**src/rtl/rdfi_pkg.sv**
```systemverilog
// shared constants, types and a saturation helper for the radial distortion block
`timescale 1ns / 1ps
package rdfi_pkg;

	localparam int FRAC_BITS      = 28;
	localparam int MAX_ITERATIONS = 16;
	localparam int ITER_W         = 7;
	localparam int QUOT_W         = 64;

	localparam logic signed [31:0] ONE_Q = 32'sd1 <<< FRAC_BITS;

	localparam logic [1:0] REG_K1  = 2'd0;
	localparam logic [1:0] REG_K2  = 2'd1;
	localparam logic [1:0] REG_TOL = 2'd2;

	localparam logic [1:0] ST_OK   = 2'd0;
	localparam logic [1:0] ST_CAP  = 2'd1;
	localparam logic [1:0] ST_ZDEN = 2'd2;
	localparam logic [1:0] ST_SAT  = 2'd3;

	// operation codes of the shared arithmetic unit
	typedef enum logic [1:0] {
		ALU_MUL = 2'd0,
		ALU_ADD = 2'd1,
		ALU_SUB = 2'd2
	} alu_op_t;

	typedef struct packed {
		alu_op_t            op;
		logic signed [31:0] a;
		logic signed [31:0] b;
	} alu_req_t;

	typedef struct packed {
		logic signed [31:0] y;
		logic               sat;
	} alu_rsp_t;

	// saturate a 64-bit signed value to 32 bits
	function automatic logic [32:0] sat64(input logic signed [63:0] v);
		logic [32:0] r;
		if (v > 64'sd2147483647) r = {1'b1, 32'h7fffffff};
		else if (v < -64'sd2147483648) r = {1'b1, 32'h80000000};
		else r = {1'b0, v[31:0]};
		return r;
	endfunction

endpackage

```
**src/rtl/rdfi_div.sv**
```systemverilog
// restoring divider for the secant quotient, one quotient bit per cycle
`timescale 1ns / 1ps
module rdfi_div (
	input  logic               clk,
	input  logic               arst_n,
	input  logic               go,
	input  logic signed [31:0] num,
	input  logic signed [31:0] den,
	output logic               done,
	output logic signed [31:0] quot,
	output logic               sat
);
	localparam int DW = rdfi_pkg::QUOT_W;
	logic [DW-1:0] dvd_q;
	logic [DW-1:0] quo_q;
	logic [DW:0]   rem_q;
	logic [31:0]   dsr_q;
	logic          neg_q;
	logic [6:0]    cnt_q;
	logic          run_q;
	logic [DW:0]   rem_sh;
	logic [DW:0]   rem_try;
	logic signed [DW:0] sq;
	logic [32:0]   sres;

	always_comb begin
		rem_sh  = {rem_q[DW-1:0], dvd_q[DW-1]};
		rem_try = rem_sh - {{(DW-31){1'b0}}, dsr_q};
		sq      = neg_q ? -$signed({1'b0, quo_q}) : $signed({1'b0, quo_q});
		sres    = rdfi_pkg::sat64(sq[63:0]);
		if (sq[DW] != sq[DW-1]) sres = {1'b1, neg_q ? 32'h80000000 : 32'h7fffffff};
	end

	always_ff @(posedge clk or negedge arst_n) begin
		if (!arst_n) begin
			run_q <= 1'b0;
			cnt_q <= '0;
			done  <= 1'b0;
		end else begin
			done <= 1'b0;
			if (go) begin
				run_q <= 1'b1;
				cnt_q <= 7'(DW);
			end else if (run_q) begin
				cnt_q <= cnt_q - 7'd1;
				if (cnt_q == 7'd1) begin
					run_q <= 1'b0;
					done  <= 1'b1;
				end
			end
		end
	end

	always_ff @(posedge clk) begin
		if (go) begin
			dvd_q <= {{(DW-32-rdfi_pkg::FRAC_BITS){1'b0}},
			          (num[31] ? 32'(-num) : 32'(num)), {rdfi_pkg::FRAC_BITS{1'b0}}};
			dsr_q <= den[31] ? 32'(-den) : 32'(den);
			neg_q <= num[31] ^ den[31];
			rem_q <= '0;
			quo_q <= '0;
		end else if (run_q) begin
			dvd_q <= {dvd_q[DW-2:0], 1'b0};
			if (!rem_try[DW]) begin
				rem_q <= rem_try;
				quo_q <= {quo_q[DW-2:0], 1'b1};
			end else begin
				rem_q <= rem_sh;
				quo_q <= {quo_q[DW-2:0], 1'b0};
			end
		end
	end

	assign quot = sres[31:0];
	assign sat  = sres[32];
endmodule
```
**config.mk**
```make
export PLATFORM = sky130hd
export DESIGN_NAME = rdfi_div
export DESIGN_NICKNAME = d
export VERILOG_FILES = /design/src/rtl/rdfi_pkg.sv /design/src/rtl/rdfi_div.sv
export SDC_FILE = /design/constraint.sdc
export NUM_CORES = 1
export LEC_CHECK = 0
export ABC_AREA = 1
export BUFFER_PORTS_ARGS = -buffer_cell sky130_fd_sc_hd__buf_2
export CAP_MARGIN = 20
export CORE_MARGIN = 2
export CORE_UTILIZATION = 60
export DETAILED_ROUTE_END_ITERATION = 8
export HOLD_SLACK_MARGIN = 0.08
export MAX_ROUTING_LAYER = met4
export PLACE_DENSITY_LB_ADDON = 0.12
export SLEW_MARGIN = 20
export SYNTH_ARGS = -nofsm -noshare
export SYNTH_HDL_FRONTEND = slang
export SYNTH_SLANG_ARGS = --single-unit
```
**constraint.sdc**
```tcl
create_clock -name clk -period 4.94 [get_ports clk]
set_clock_uncertainty 0.05 [all_clocks]
set_input_delay 0.247 -clock clk [delete_from_list [all_inputs] [get_ports clk]]
set_output_delay 0.247 -clock clk [all_outputs]
set_load 0.005 [all_outputs]
```
=== Word level (Yosys, flattened, before mapping) ===
Index checks and enable logic that the tools add are counted.

* Bits in registers: 206
* Input bits: 67
* Output and inout port bits: 34
* Logic and storage cells: 40

* Add/subtract/negate cells: 5
* $lt $le $gt $ge: 2
* Eq/ne operators: 2
* Muxes and demuxes: 19
* Bitwise logic cells: 1
* Reduce and logical (&&, ||, !) cells: 1

{| class="wikitable"
|+ Operators with widths
! kind !! number
|-
| $mux 60 || 2
|-
| $mux 33 || 3
|-
| $mux 65 || 1
|-
| $neg 64->65 || 1
|-
| $sub 65x32->65 || 1
|-
| $gt 64x32->1 const B || 1
|-
| $lt 64x32->1 const B || 1
|-
| $mux 32 || 2
|-
| $mux 64 || 1
|-
| $neg 32->32 || 2
|-
| $mux 31 || 1
|-
| $mux 7 || 2
|-
| $eq 7x1->1 const B || 1
|-
| $mux 1 || 7
|-
| $sub 7x1->7 const B || 1
|-
| $reduce_bool 2->1 || 1
|-
| $ne 1x1->1 || 1
|-
| $xor 1x1->1 || 1
|}

=== Depth between registers and ports, before layout ===
* Depth after elaboration: 6
* Gate-level depth with buffers: 21
* Depth with buffers taken out: 20

=== Least setup slack after synthesis ===
Ideal clock, no wire load.

* Kind: reg2reg
* Start: register dvd_q[63]
* End: register rem_q[7]
* Setup time: 0.126 ns
* Data arrival time: 2.399 ns
* Required time: 4.764 ns
* Setup slack: 2.365 ns
* Stages on the path, launching flop included: 20
* Buffers on the path: 2
* Period minus slack after synthesis: 2.575 ns
* Cell sequence: dfxtp_1 > inv_1 > ha_1 > fa_1 > inv_1 > nand3_1 > nand2_1 > a21oi_2 > nor2_1 > nor2_2 > o21ai_2 > nand2_2 > nand3_1 > nand2_1 > nand2_2 > buf_6 > buf_4 > nand2_1 > nand3_1 > o21ai_0

* Cells in the longest elaborated chain, start to end: 2

{| class="wikitable"
|+ RTL lines
! what !! RTL line !! text
|-
| start: declaration || rdfi_div.sv:14 || <nowiki>logic [DW-1:0] dvd_q;</nowiki>
|-
| start signal: assignment || rdfi_div.sv:56 || <nowiki>dvd_q <= {{(DW-32-rdfi_pkg::FRAC_BITS){1'b0}},</nowiki>
|-
| start signal: assignment || rdfi_div.sv:63 || <nowiki>dvd_q <= {dvd_q[DW-2:0], 1'b0};</nowiki>
|-
| $sub 65x32->65 || rdfi_div.sv:28 || <nowiki>rem_try = rem_sh - {{(DW-31){1'b0}}, dsr_q};</nowiki>
|-
| $mux 64 || rdfi_div.sv:64 || <nowiki>if (!rem_try[DW]) begin</nowiki>
|-
| end signal: assignment || rdfi_div.sv:65 || <nowiki>rem_q <= rem_try;</nowiki>
|-
| end signal: assignment || rdfi_div.sv:68 || <nowiki>rem_q <= rem_sh;</nowiki>
|-
| end: declaration || rdfi_div.sv:16 || <nowiki>logic [DW:0] rem_q;</nowiki>
|}

No other way between the ends.
A chain may end at the register's enable or synchronous reset.

=== Final worst setup path ===
* Start: register quo_q[0]
* End: output port quot[2]

* Cells in the longest elaborated chain, start to end: 6
* Elaborated cells between the ends (all ways): 8
* Classes of those cells: add/sub (1); order compare (2); eq/ne (1); mux (4)

{| class="wikitable"
|+ RTL lines
! what !! RTL line !! text
|-
| start: declaration || rdfi_div.sv:15 || <nowiki>logic [DW-1:0] quo_q;</nowiki>
|-
| start signal: assignment || rdfi_div.sv:66 || <nowiki>quo_q <= {quo_q[DW-2:0], 1'b1};</nowiki>
|-
| start signal: assignment || rdfi_div.sv:69 || <nowiki>quo_q <= {quo_q[DW-2:0], 1'b0};</nowiki>
|-
| $neg 64->65 || rdfi_div.sv:29 || <nowiki>sq = neg_q ? -$signed({1'b0, quo_q}) : $signed({1'b0, quo_q});</nowiki>
|-
| $mux 65 * || rdfi_div.sv:29 ||
|-
| $lt 64x32->1 || rdfi_pkg.sv:43 || <nowiki>else if (v < -64'sd2147483648) r = {1'b1, 32'h80000000};</nowiki>
|-
| $mux 33 || rdfi_pkg.sv:43 ||
|-
| $mux 33 || rdfi_pkg.sv:42 || <nowiki>if (v > 64'sd2147483647) r = {1'b1, 32'h7fffffff};</nowiki>
|-
| $mux 33 * || rdfi_div.sv:31 || <nowiki>if (sq[DW] != sq[DW-1]) sres = {1'b1, neg_q ? 32'h80000000 : 32'h7fffffff};</nowiki>
|-
| end: declaration || rdfi_div.sv:10 || <nowiki>output logic signed [31:0] quot,</nowiki>
|}

Mark *: on every way between the ends. The rest lies on a longest branch, timed or not.

==> impl_metrics.env <==
export IMPL_vias=16870
export IMPL_tightestPinTransition_ns=0.933
export IMPL_grt_first_pass_wirelength_um=79500
export IMPL_synth_yosys_seq_area_share_pct=31.0
export IMPL_final_critical_path_setup_slack_ns=1.03
export IMPL_final_nets=2698
export IMPL_max_freq_ghz=0.256
export IMPL_r2r_slack_ns=1.20
export IMPL_timing_final_setup_violations=0
export IMPL_timing_max_transition_violations_final=0
export IMPL_hold_slack_ns=0.0865
export IMPL_synth_top_area_share_pct=18.5
export IMPL_final_cell_mix="sky130_fd_sc_hd__nand2_1, sky130_fd_sc_hd__nor2_1, sky130_fd_sc_hd__inv_1, sky130_fd_sc_hd__o21ai_0, sky130_fd_sc_hd__dfxtp_1"
export IMPL_floorplan_rows=58
export IMPL_die_area_um2=27200
export IMPL_post_synth_cell_area_avg_um2=6.28
export IMPL_use_met1_pct=52.2
export IMPL_layout_cells_most_common="sky130_fd_sc_hd__nand2_1"
export IMPL_post_route_cells_drive_above_1_share_pct=7.66
export IMPL_antenna_found_initial=1
export IMPL_netlist_area_um2=15600
export IMPL_globalRouteOverflowTotal=0
export IMPL_final_min_clock_period_ns=3.91
export IMPL_place_hpwl_um=35500
export IMPL_power_per_cell_area_nw_per_um2=543
export IMPL_place_worst_setup_slack_ns=1.32
export IMPL_cts_tree="built"
export IMPL_end_kind="output port"
export IMPL_ir_drop_uv=654
export IMPL_maxCapViolCount=0
export IMPL_cts_max_path_buffers=3
export IMPL_power_static_leakage_nw=8.39
export IMPL_grt_busiest_layer="met2"
export IMPL_area_delta_synth_final_pct=12.6
export IMPL_syn_inst=2476
export IMPL_drt_first_pass_iters=6
export IMPL_globalRouteMet2Util_pct=60.1
export IMPL_vias_per_cell=5.73
export IMPL_synth_ff_latch_count=206
export IMPL_detail_route_wl_per_cell_um=17.2
export IMPL_instances_no_fill=2942
export IMPL_io_buffers=100
export IMPL_clock_insertion_delay_worst_skew_ns=0.54
export IMPL_mappedNetlistNets=2581
export IMPL_synth_area_leaders="sky130_fd_sc_hd__nand2_1, sky130_fd_sc_hd__dfxtp_1, sky130_fd_sc_hd__edfxtp_1"
export IMPL_critPathArrivalTime_ns=3.61
export IMPL_cts_made_buffers=24
export IMPL_cts_hold_buffers=50
export IMPL_initial_utilization_pct=61.4
export IMPL_outcome="finished, final reports clean"
export IMPL_count_of_flip_flops_with_a_built_in_enable_after_synthesis=65
export IMPL_synth_area_leader_cell="sky130_fd_sc_hd__nand2_1"
export IMPL_vias_in_the_first_global_route=15293
export IMPL_final_fill_count=2171
export IMPL_finalHoldViolCount=0
export IMPL_drt_antenna_violating_nets=0
export IMPL_timing_critical_path_from_type="flip-flop"
export IMPL_grt_usage_pct=37.8
export IMPL_crit_required_ns=4.64
export IMPL_yosys_warnings=0
export IMPL_detailedRoute_firstIterationViolations=2173
export IMPL_drc=0
export IMPL_post_cts_resized_instances=0
export IMPL_postCtsSetupRepairBufs=0
export IMPL_cts_htree_levels=1
export IMPL_die_w_um=165
export IMPL_hp_class="input pin to flip-flop"
export IMPL_timing_final_crit_share_pct=79.2
export IMPL_totalWireLength_um=50500
export IMPL_fin_setup_tns_ns=0
export IMPL_clkTransAtPathRegs_ns=0.07
export IMPL_placeableCoreArea_um2=25300
export IMPL_seqCellArea_um2=4820
export IMPL_grt_start_max_net_pins=79
export IMPL_ios=101
export IMPL_synth_cell_type_count=48
export IMPL_timing_setup_critical_path_class="flip-flop to output port"
export IMPL_fraction_of_registers_with_async_set_reset_pct=4.37
export IMPL_grt_setup_unrepaired="no"
export IMPL_clock_root_buffer="sky130_fd_sc_hd__clkbuf_16"
export IMPL_combined_area_of_the_multi_input_logic_cells_um2=9220
export IMPL_finalWeightedCongestion=1.01
export IMPL_grt_met3_usage_pct=3.79
export IMPL_numPlacedInstances=2847
export IMPL_ys_flop_type="sky130_fd_sc_hd__dfxtp_1"
export IMPL_dieHeight_um=165
export IMPL_cts_sinks=206
export IMPL_worst_slew_margin_rel_pct=37.8
export IMPL_crit_fanout=31
==> report_power, final <==
part           internal, W  leakage [nW]  total (W)  switching (W)
logic              0.00177          6.15    0.00537        0.00360
registers          0.00208          1.86    0.00237       0.000293
clock network      0.00101         0.373    0.00177       0.000764
total              0.00486          8.39    0.00952        0.00465
==> cells in the mapped netlist (9+ instances only) <==
library cell / n
sky130_fd_sc_hd__nor2_2: 13
sky130_fd_sc_hd__clkbuf_1: 39
sky130_fd_sc_hd__o21ai_0: 132
sky130_fd_sc_hd__xnor2_1: 42
sky130_fd_sc_hd__nand3b_1: 14
sky130_fd_sc_hd__dfxtp_1: 132
sky130_fd_sc_hd__dfrtp_1: 9
sky130_fd_sc_hd__nand2_1: 767
sky130_fd_sc_hd__o22ai_1: 67
sky130_fd_sc_hd__o21ai_1: 19
sky130_fd_sc_hd__ha_1: 37
sky130_fd_sc_hd__xor2_1: 94
sky130_fd_sc_hd__a21oi_1: 63
sky130_fd_sc_hd__buf_2: 11
sky130_fd_sc_hd__inv_1: 314
sky130_fd_sc_hd__nor3_1: 39
sky130_fd_sc_hd__nor2_1: 357
sky130_fd_sc_hd__edfxtp_1: 65
sky130_fd_sc_hd__nand2_2: 15
sky130_fd_sc_hd__nand3_1: 131
sky130_fd_sc_hd__nand4_1: 31
==> per-stage QoR <==
stage	total power, W	utilization (%)	cell area (µm²)
2_1_floorplan	0.00623	-	15600
3_3_place_gp	0.00747	64.1	16200
3_5_place_dp	0.00756	64.1	16200
4_1_cts	0.00939	69.1	17500
5_1_grt	0.0103	69.2	17500
6_report	0.00952	69.2	17500
==> cell families after synthesis <==
logic type               share of synthesized area (%)
AND/OR/NAND/NOR                                   37.3
buffers and inverters                             9.84
AO/OA/AOI/OAI                                     11.2
flip-flops                                        31.0
XOR/XNOR                                          7.66
adder cells (fa/ha/maj)                           3.10
==> worst max-delay path: stages (launching register included) <==
cell	delay (ns)
sky130_fd_sc_hd__dfxtp_1	0.31
sky130_fd_sc_hd__inv_1	0.12
sky130_fd_sc_hd__ha_1	0.23
sky130_fd_sc_hd__nand2_2	0.12
sky130_fd_sc_hd__nor2_1	0.12
sky130_fd_sc_hd__nand2_1	0.12
sky130_fd_sc_hd__nor2_2	0.27
sky130_fd_sc_hd__nand2_2	0.10
sky130_fd_sc_hd__nand2_2	0.11
sky130_fd_sc_hd__nand2_1	0.06
sky130_fd_sc_hd__nand2_1	0.05
sky130_fd_sc_hd__nand2_1	0.09
sky130_fd_sc_hd__nor2_1	0.11
sky130_fd_sc_hd__nand3_1	0.07
sky130_fd_sc_hd__nor2_1	0.16
sky130_fd_sc_hd__nand3_2	0.12
sky130_fd_sc_hd__a21oi_4	0.62
sky130_fd_sc_hd__nand2_1	0.12
sky130_fd_sc_hd__buf_2	0.16
==> path summary, 6_finish.rpt <==
path	from	endpoint	depth (start not counted)
hold / removal	den[5]	dsr_q[5]	3
setup / recovery	quo_q[0]	quot[2]	18
max in group asynchronous	arst_n	cnt_q[1]	3
hold reg to reg	dvd_q[59]	dvd_q[60]	2
min in group asynchronous	arst_n	cnt_q[0]	3
setup reg to reg	dvd_q[63]	rem_q[17]	19
==> routing by layer <==
metal | part of all wire, % | wire, µm
met4 | 2.7 | 1340
met5 | 0 | 0
met3 | 8.2 | 4160
met2 | 45 | 22700
met1 | 44 | 22300
==> final cells by class <==
cell class / instances / share of cell area [%]
repair buffers: 160 / 6.22
clock inverters: 14 / 0.664
clock buffers: 30 / 3.79
well taps: 330 / 2.36
multi-input cells: 1885 / 52.7
flip-flops and latches: 206 / 27.5
diodes: 1 / 0.0143
inverters: 316 / 6.79
==> state kept, by name, indices dropped and copies added, names as in the netlist <==
signal and count:
quo_q 64, neg_q 1, dvd_q 36, dsr_q 32
rem_q 64, cnt_q 7, done 1, run_q 1
(Power assumes the default switching activity.)
